### src/rtl/rers_pkg.sv
// Package for the recent event ring search block: ring sizing, action codes
// and the layout of one stored ring entry.
// No dependencies; recent_event_ring_search uses it by scoped names.
`default_nettype none

package rers_pkg;

	localparam int RING_DEPTH = 64;
	localparam int SLOT_W     = $clog2(RING_DEPTH);
	localparam int CNT_W      = $clog2(RING_DEPTH + 1);
	localparam int MATCH_W    = 6;

	localparam logic [1:0] ACT_INSERT     = 2'd0;
	localparam logic [1:0] ACT_THIS_FRAME = 2'd1;
	localparam logic [1:0] ACT_WINDOW     = 2'd2;
	localparam logic [1:0] ACT_DISABLE    = 2'd3;

	typedef struct packed {
		logic signed [15:0] key;
		logic [7:0]         kind;
		logic [31:0]        frame;
	} entry_t;

	localparam int ENTRY_W = $bits(entry_t);

	// The reported slot number always has MATCH_W bits, whatever the ring depth.
	function automatic logic [MATCH_W-1:0] slot_to_match(input logic [SLOT_W-1:0] slot);
		logic [MATCH_W-1:0] res;
		res = '0;
		for (int b = 0; b < MATCH_W; b++) begin
			if (b < SLOT_W) begin
				res[b] = slot[b];
			end
		end
		return res;
	endfunction

endpackage

`default_nettype wire

### src/rtl/rers_ram.sv
// Generic single-port-write, single-port-read RAM with a registered read.
// No dependencies.
`default_nettype none

module rers_ram #(
	parameter int WIDTH = 8,
	parameter int DEPTH = 64
) (
	input  wire logic                     clk,
	input  wire logic                     we,
	input  wire logic [$clog2(DEPTH)-1:0] waddr,
	input  wire logic [WIDTH-1:0]         wdata,
	input  wire logic [$clog2(DEPTH)-1:0] raddr,
	output logic      [WIDTH-1:0]         rdata
);

	logic [WIDTH-1:0] mem_q [DEPTH];

	always_ff @(posedge clk) begin
		if (we) begin
			mem_q[waddr] <= wdata;
		end
		rdata <= mem_q[raddr];
	end

endmodule

`default_nettype wire

### src/rtl/recent_event_ring_search.sv
// Recent event ring search: events held in one RAM with live marks in flip-flops, searched
// backward from the newest entry one slot per cycle. Depends on rers_pkg and rers_ram.
// An insert, or a query on an empty ring, reports done in the cycle after the transfer; a query
// walks in ST_WALK (the window query first passes ST_OLDEST), each slot read from the RAM and
// checked in the stage behind it. One item at a time: busy stays high until the walk ends.
// Reset clears the live marks, write slot and fill count; the receiver cannot stall.
`default_nettype none

module recent_event_ring_search (
	input  wire logic               clk,
	input  wire logic               arst_n,
	input  wire logic               start,
	output logic                    busy,
	input  wire logic [1:0]         action,
	input  wire logic signed [15:0] key_code,
	input  wire logic [7:0]         event_kind,
	input  wire logic [31:0]        event_frame,
	input  wire logic [31:0]        current_frame,
	input  wire logic [31:0]        window_frames,
	output logic                    done,
	output logic                    found,
	output logic [5:0]              match_slot
);

	localparam int SLOT_W = rers_pkg::SLOT_W;
	localparam int CNT_W  = rers_pkg::CNT_W;

	localparam logic [1:0] ST_IDLE   = 2'd0;
	localparam logic [1:0] ST_OLDEST = 2'd1;
	localparam logic [1:0] ST_WALK   = 2'd2;

	localparam logic [SLOT_W-1:0] SLOT_LAST = SLOT_W'(rers_pkg::RING_DEPTH - 1);
	localparam logic [CNT_W-1:0]  FILL_MAX  = CNT_W'(rers_pkg::RING_DEPTH);
	localparam logic [CNT_W:0]    DEPTH_X   = (CNT_W + 1)'(rers_pkg::RING_DEPTH);

	function automatic logic [SLOT_W-1:0] slot_dec(input logic [SLOT_W-1:0] s);
		return (s == '0) ? SLOT_LAST : s - 1'b1;
	endfunction

	function automatic logic [SLOT_W-1:0] slot_inc(input logic [SLOT_W-1:0] s);
		return (s == SLOT_LAST) ? '0 : s + 1'b1;
	endfunction

	logic [1:0]                    state_q;
	logic [SLOT_W-1:0]             write_slot_q;
	logic [CNT_W-1:0]              fill_q;
	logic [rers_pkg::RING_DEPTH-1:0] live_q;
	logic [SLOT_W-1:0]             rd_slot_q;
	logic [CNT_W-1:0]              walk_left_q;
	logic                          vld_s1;
	logic [SLOT_W-1:0]             slot_s1;
	logic signed [33:0]            stop_q;
	logic [1:0]                    act_q;
	logic signed [15:0]            key_q;
	logic [7:0]                    kind_q;
	logic [31:0]                   cur_q;
	logic [31:0]                   win_q;
	logic                          done_q;
	logic                          found_q;
	logic [5:0]                    match_q;

	logic                          accept;
	logic                          ins;
	logic [CNT_W:0]                old_sum;
	logic [CNT_W:0]                old_wrap;
	logic [SLOT_W-1:0]             oldest_slot;
	logic [SLOT_W-1:0]             raddr;
	logic [rers_pkg::ENTRY_W-1:0]  rdata;
	rers_pkg::entry_t              wr_entry;
	rers_pkg::entry_t              rd_entry;
	logic signed [32:0]            span;
	logic                          win_gt;
	logic signed [33:0]            cur_minus_win;
	logic                          issue;
	logic                          stop_now;
	logic                          hit_now;
	logic                          walk_end;

	assign busy       = (state_q != ST_IDLE);
	assign accept     = start && !busy;
	assign ins        = accept && (action == rers_pkg::ACT_INSERT);
	assign done       = done_q;
	assign found      = found_q;
	assign match_slot = match_q;

	// Oldest filled slot: write slot minus fill count, modulo the depth.
	always_comb begin
		old_sum  = {{(CNT_W + 1 - SLOT_W){1'b0}}, write_slot_q} + DEPTH_X - {1'b0, fill_q};
		old_wrap = (old_sum >= DEPTH_X) ? old_sum - DEPTH_X : old_sum;
		oldest_slot = old_wrap[SLOT_W-1:0];
	end

	assign raddr = (state_q == ST_IDLE) ? oldest_slot : rd_slot_q;

	always_comb begin
		wr_entry.key   = key_code;
		wr_entry.kind  = event_kind;
		wr_entry.frame = event_frame;
	end

	rers_ram #(
		.WIDTH(rers_pkg::ENTRY_W),
		.DEPTH(rers_pkg::RING_DEPTH)
	) u_ring (
		.clk  (clk),
		.we   (ins),
		.waddr(write_slot_q),
		.wdata(wr_entry),
		.raddr(raddr),
		.rdata(rdata)
	);

	assign rd_entry = rers_pkg::entry_t'(rdata);

	// The window is clamped to the history held: if it reaches past the oldest
	// entry, the stop frame is the oldest frame itself.
	always_comb begin
		span          = $signed({1'b0, cur_q}) - $signed({1'b0, rd_entry.frame});
		win_gt        = $signed({1'b0, win_q}) > span;
		cur_minus_win = $signed({2'b00, cur_q}) - $signed({2'b00, win_q});
	end

	always_comb begin
		issue = (walk_left_q != '0);
		if (act_q == rers_pkg::ACT_WINDOW) begin
			stop_now = $signed({2'b00, rd_entry.frame}) <= stop_q;
		end else begin
			stop_now = (rd_entry.frame != cur_q);
		end
		hit_now  = vld_s1 && !stop_now && live_q[slot_s1]
			&& (rd_entry.key == key_q) && (rd_entry.kind == kind_q);
		walk_end = (vld_s1 && (stop_now || hit_now)) || !issue;
	end

	always_ff @(posedge clk or negedge arst_n) begin
		if (!arst_n) begin
			state_q      <= ST_IDLE;
			write_slot_q <= '0;
			fill_q       <= '0;
			live_q       <= '0;
			vld_s1       <= 1'b0;
			walk_left_q  <= '0;
			done_q       <= 1'b0;
		end else begin
			done_q <= 1'b0;
			unique case (state_q)
				ST_IDLE: begin
					vld_s1 <= 1'b0;
					if (accept) begin
						if (action == rers_pkg::ACT_INSERT) begin
							live_q[write_slot_q] <= 1'b1;
							write_slot_q         <= slot_inc(write_slot_q);
							if (fill_q != FILL_MAX) begin
								fill_q <= fill_q + 1'b1;
							end
							done_q <= 1'b1;
						end else if (fill_q == '0) begin
							done_q <= 1'b1;
						end else if (action == rers_pkg::ACT_WINDOW) begin
							state_q <= ST_OLDEST;
						end else begin
							walk_left_q <= fill_q;
							state_q     <= ST_WALK;
						end
					end
				end
				ST_OLDEST: begin
					walk_left_q <= fill_q;
					state_q     <= ST_WALK;
				end
				ST_WALK: begin
					vld_s1 <= issue;
					if (issue) begin
						walk_left_q <= walk_left_q - 1'b1;
					end
					if (walk_end) begin
						vld_s1  <= 1'b0;
						done_q  <= 1'b1;
						state_q <= ST_IDLE;
						if (hit_now && act_q == rers_pkg::ACT_DISABLE) begin
							live_q[slot_s1] <= 1'b0;
						end
					end
				end
				default: begin
					state_q <= ST_IDLE;
				end
			endcase
		end
	end

	// Payload registers: query operands, walk addresses and the reported result.
	always_ff @(posedge clk) begin
		if (accept) begin
			act_q     <= action;
			key_q     <= key_code;
			kind_q    <= event_kind;
			cur_q     <= current_frame;
			win_q     <= window_frames;
			rd_slot_q <= slot_dec(write_slot_q);
			found_q   <= 1'b0;
			match_q   <= '0;
		end
		if (state_q == ST_OLDEST) begin
			stop_q <= win_gt ? $signed({2'b00, rd_entry.frame}) : cur_minus_win;
		end
		if (state_q == ST_WALK) begin
			slot_s1 <= rd_slot_q;
			if (issue) begin
				rd_slot_q <= slot_dec(rd_slot_q);
			end
			if (walk_end) begin
				found_q <= hit_now;
				match_q <= hit_now ? rers_pkg::slot_to_match(slot_s1) : '0;
			end
		end
	end

endmodule

`default_nettype wire
### config.mk
export PLATFORM = sky130hd
export DESIGN_NAME = recent_event_ring_search
export DESIGN_NICKNAME = d
export VERILOG_FILES = /design/src/rtl/rers_pkg.sv /design/src/rtl/rers_ram.sv /design/src/rtl/recent_event_ring_search.sv
export SDC_FILE = /design/constraint.sdc
export NUM_CORES = 2
export LEC_CHECK = 0
export BUFFER_PORTS_ARGS = -buffer_cell sky130_fd_sc_hd__buf_2
export CAP_MARGIN = 40
export CORE_MARGIN = 2
export CORE_UTILIZATION = 55
export CTS_CLUSTER_SIZE = 28
export DETAILED_ROUTE_END_ITERATION = 12
export PLACE_DENSITY = 0.81
export SYNTH_ARGS = -nofsm -noshare
export SYNTH_HDL_FRONTEND = slang
export SYNTH_HIERARCHICAL = 1
export SYNTH_SLANG_ARGS = --single-unit
### constraint.sdc
create_clock -name clk -period 7.37 [get_ports clk]
set_input_delay 1.1055 -clock clk [delete_from_list [all_inputs] [get_ports clk]]
set_output_delay 1.1055 -clock clk [all_outputs]
set_load 0.02 [all_outputs]
==> summary.txt <==
Floorplan
  • Core area: 0.276 mm^2
  • Die area: 0.281 mm^2
  • Chip width: 530 um
  • Die height: 530 um
  • # IOs: 134
  • Initial Util: 55.2%
  • Row cnt: 193

Worst setup path
  • Slowest cell on the critical path: a221oi_1
  • Buf/Inv on CP: 3
  • CP Cell Sequence: inv_1, ha_1, inv_1, fa_1, a211oi_1, o21ai_0, a31o_2, a221oi_1, a211oi_1, a41oi_1, nand2_1, ha_1, a21o_1, a21o_1, a21o_1, a211oi_1, o21ai_0, a211oi_1, o21ai_0, o21ai_0, o21ai_4, buf_4, mux2_2
  • Critical path startpoint category: flop
  • Critical Path Max Stage Delay: 0.48 ns
  • CP required: 8.07 ns
  • R2R cell count: 23
  • Crit-path leading delay family: compound AO/OA/AOI/OAI gates
  • CP Class: flop to flop
  • CP arrival: 7.03 ns
  • CP Depth: 23
  • Crit. End Element: flop
  • Critical path peak fanout: 18

Yosys
  • Flops & latches, synth: 3,870
  • Cell variety after synth: 80
  • FFs w/ async S/R, synth: 2.27%
  • Synth area leader: edfxtp_1
  • Mapped Area: 0.152 mm^2
  • Avg Cell Area, Syn: 20.2 um^2
  • Cell count after synthesis: 7,528
  • Mapped Nets: 7,797
  • Synth top area cells: edfxtp_1 (73%), mux4_2 (12%), mux2i_1 (1.6%)
  • Synth top area share: 73.2%
  • Warnings from Yosys: 6
  • Most common flop cell mapped by yosys: edfxtp_1
  • Post-synthesis sequential area ratio: 75.5%
  • Post-synth EDFFs: 3,713

Power and ir drop
  • Clock share of power: 23.0%
  • Tot Pwr: 0.0852 W
  • Sw frac: 39.7%
  • VDD IR-drop max: 0.676 mV
  • Comb pwr share: 47.5%
  • Flop pwr share: 29.6%
  • Internal power: 0.0514 W
  • Leak: 56.4 nW
  • Pwr/cell area: 492 mW/mm^2
  • Sw Pwr: 0.0338 W

Detailed routing
  • Via density per instance: 7.07
  • Detailed Route WL: 457 mm
  • Drt drc: 0
  • ANT nets after route: 0
  • Drt wl/cell: 37.8 um
  • 1st-iter DRT viols: 16,000
  • Via count: 85,400
  • DR pass1 iterations: 9

Global routing
  • Initial antenna violation count: 44
  • Grt ovf: 0
  • Total track usage: 32.2%
  • First-pass GRT wire length: 639 mm
  • Pin count of the biggest net entering global routing: 113
  • Number of global-route vias before repair: 85,700

STA
  • Relative slew slack: 23.9%
  • Tmin final: 6.33 ns
  • Worst-case clock skew: 0.0979 ns
  • Setup_tns: 0 ns
  • RSZ-0062 raised after global routing: false
  • Worst Tran Pin Value: 1.13 ns
  • Crit share post-route: 85.9%
  • Final hold vios: 0
  • Fin. max-slew vios: 0
  • Maximum clock rate: 158 MHz
  • Setup violations, final: 0

Placement
  • Placed cell count: 11,300
  • Routability cong.: 0.887
  • Post-DP HPWL: 246 mm
  • Port-buffer cells: 133

Clock network
  • Postcts setup bufs: 0
  • Number of buffers created by CTS: 378
  • H-Tree Level Count: 5
  • CTS clk-pin slew, worst paths: 0.06 ns
  • Longest Clk Path Bufs: 4
  • Worst skew pair latency: 1.00 ns
  • Hold Buf Count CTS: 0
  • CTS tree: done
  • CTS Sinks: 3,870
  • Root buf cell: clkbuf_16
  • Post-CTS sizing: 0

Cells and area
  • Final net count: 8,248
  • Non-Filler Instances: 12,100
  • Fraction of layout cells with a size suffix above 1: 24.0%
  • Area grow syn2layout: 13.6%
  • # fillers: 17,200

Flow run
  • Max Cap Violations: 0

Outcome
  • Status: complete, no violations

Hold path
  • Worst hold path class: input port to asynchronous set/reset pin
## worst register-to-register path: stages (launching register included)
cell      delay (ns)
edfxtp_1        0.35
inv_1           0.09
ha_1            0.18
inv_1           0.06
fa_1            0.43
a211oi_1        0.27
o21ai_0         0.15
a31o_2          0.30
a221oi_1        0.48
a211oi_1        0.26
a41oi_1         0.48
nand2_1         0.13
ha_1            0.31
a21o_1          0.19
a21o_1          0.18
a21o_1          0.18
a211oi_1        0.30
o21ai_0         0.16
a211oi_1        0.29
o21ai_0         0.15
o21ai_0         0.17
o21ai_4         0.33
buf_4           0.33
mux2_2          0.31
## path summary, 6_finish.rpt
check / start / endpoint / slack, ns
worst max-delay path: cur_q[0] / stop_q[3] / 1.04
min in group clk: window_frames[28] / win_q[28] / 0.33
max in group asynchronous: arst_n / write_slot_q[3] / 6.13
worst min-delay path: arst_n / live_q[10] / 0.12
worst max register to register: cur_q[0] / stop_q[3] / 1.04
worst min register to register: found / found / 0.45
## flip-flops by register name, indices dropped and copies added, names as in the netlist
register      flops
key_q            16
u_ring/rdata     56
vld_s1            1
win_q            32
cur_q            32
found             1
done              1
fill_q            7
state_q           2
write_slot_q      6
match_slot        6
rd_slot_q         6
act_q             2
u_ring/mem_q   3584
slot_s1           6
kind_q            8
live_q           64
stop_q           33
walk_left_q       7
## kinds of logic (layout without fill, tap and decap cells)
| kind of cell | count (synthesis) | after routing | synth area share [%] |
|---|---|---|---|
| DFF | 3870 | 3870 | 75.5 |
| adders and majority gates | 144 | 144 | 1.20 |
| and+or+nand+nor | 713 | 713 | 2.35 |
| xor gates and xnor gates | 90 | 90 | 0.517 |
| buffers and inverters | 569 | 1333 | 1.86 |
| muxes | 1106 | 1106 | 14.0 |
| AOI/OAI and AO/OA | 1036 | 1036 | 4.55 |
| other | 0 | 68 | 0 |
## routing by layer
metal | part of all wire [%] | vias to the layer above | GRT usage (%) | wire length, um
met5 | 0.059 | - | 0.103 | 269
li1 | - | 32300 | - | -
met2 | 46 | 8124 | 49.5 | 211000
met3 | 15 | 1851 | 10.4 | 69300
met4 | 7.0 | 30 | 18.9 | 32000
met1 | 32 | 43100 | 40.4 | 144000
## power by group through the flow
stage | Combinational, W | Clock, W | Sequential (W)
after global routing | 0.0413 | 0.0204 | 0.0252
final | 0.0404 | 0.0196 | 0.0252
after floorplan | 0.0251 | 0 | 0.0254
after CTS | 0.0393 | 0.0196 | 0.0252
after global placement | 0.0367 | 0 | 0.0257
after detailed placement | 0.0379 | 0 | 0.0256
## cell usage after synthesis (9+ instances only)
cell type / count
o21ai_1: 20
inv_1: 182
xnor2_1: 40
a31oi_1: 13
a21o_1: 58
nor2_1: 186
dfxtp_1: 69
or2_2: 11
clkbuf_1: 147
nand4_1: 45
dfrtp_1: 88
ha_1: 141
a211oi_1: 48
nand2b_1: 29
o31ai_1: 12
o211ai_1: 23
buf_2: 110
o221ai_1: 68
a311oi_1: 24
a21oi_1: 133
edfxtp_1: 3713
a22oi_1: 79
or3_1: 10
buf_6: 34
a41o_1: 9
nor4_1: 44
xor2_1: 50
buf_4: 69
nand2_1: 181
and2_1: 20
o21a_1: 43
mux2_2: 42
a211o_1: 15
nand3_1: 61
mux2i_1: 250
mux4_2: 812
and3_1: 19
nor3_1: 31
o22ai_1: 255
o21ai_0: 164
buf_1: 21
nor2b_1: 41
## cell usage in the layout (no fill, tap or decap), types with 26 or more instances in the layout
cell type / instances
inv_1: 180
clkbuf_1: 71
nor2_1: 122
a211oi_1: 48
clkinv_2: 76
nand4_1: 45
clkbuf_16: 379
o21a_1: 43
a22oi_1: 79
o22ai_1: 255
buf_12: 105
nor2_4: 63
mux4_2: 812
nor2b_1: 35
clkinv_1: 74
a21oi_1: 133
buf_2: 134
diode_2: 68
a21o_1: 58
dfrtp_1: 88
dfxtp_1: 69
bufinv_16: 37
o221ai_1: 68
nor4_1: 44
xor2_1: 50
edfxtp_1: 3713
nand2_1: 175
ha_1: 141
o21ai_0: 158
buf_16: 26
buf_4: 185
mux2_2: 42
mux2i_1: 250
nor3_1: 28
nand3_1: 60
xnor2_1: 40
## cell type report
class | count | area (um^2) | share of cell area [%]
multi-input cells | 3089 | 35100 | 20.3
well taps | 3705 | 4640 | 2.68
repair buffers | 458 | 4990 | 2.88
inverters | 182 | 691 | 0.399
clock buffers | 461 | 9900 | 5.72
clock inverters | 232 | 2470 | 1.43
flip-flops and latches | 3870 | 115000 | 66.5
diodes | 68 | 170 | 0.0984
## per-stage QoR
stage	util, %	cell area [um^2]	worst slack [ns]	hold slack [ns]
floorplan	-	152000	0.588	0.462
global placement	57.4	159000	1.00	0.431
detailed placement	58.0	160000	1.16	0.440
CTS	62.5	172000	1.13	0.0971
global route	62.7	173000	0.757	0.158
finish	62.7	173000	1.04	0.121
Note: power is estimated with default switching activity, not from simulation.
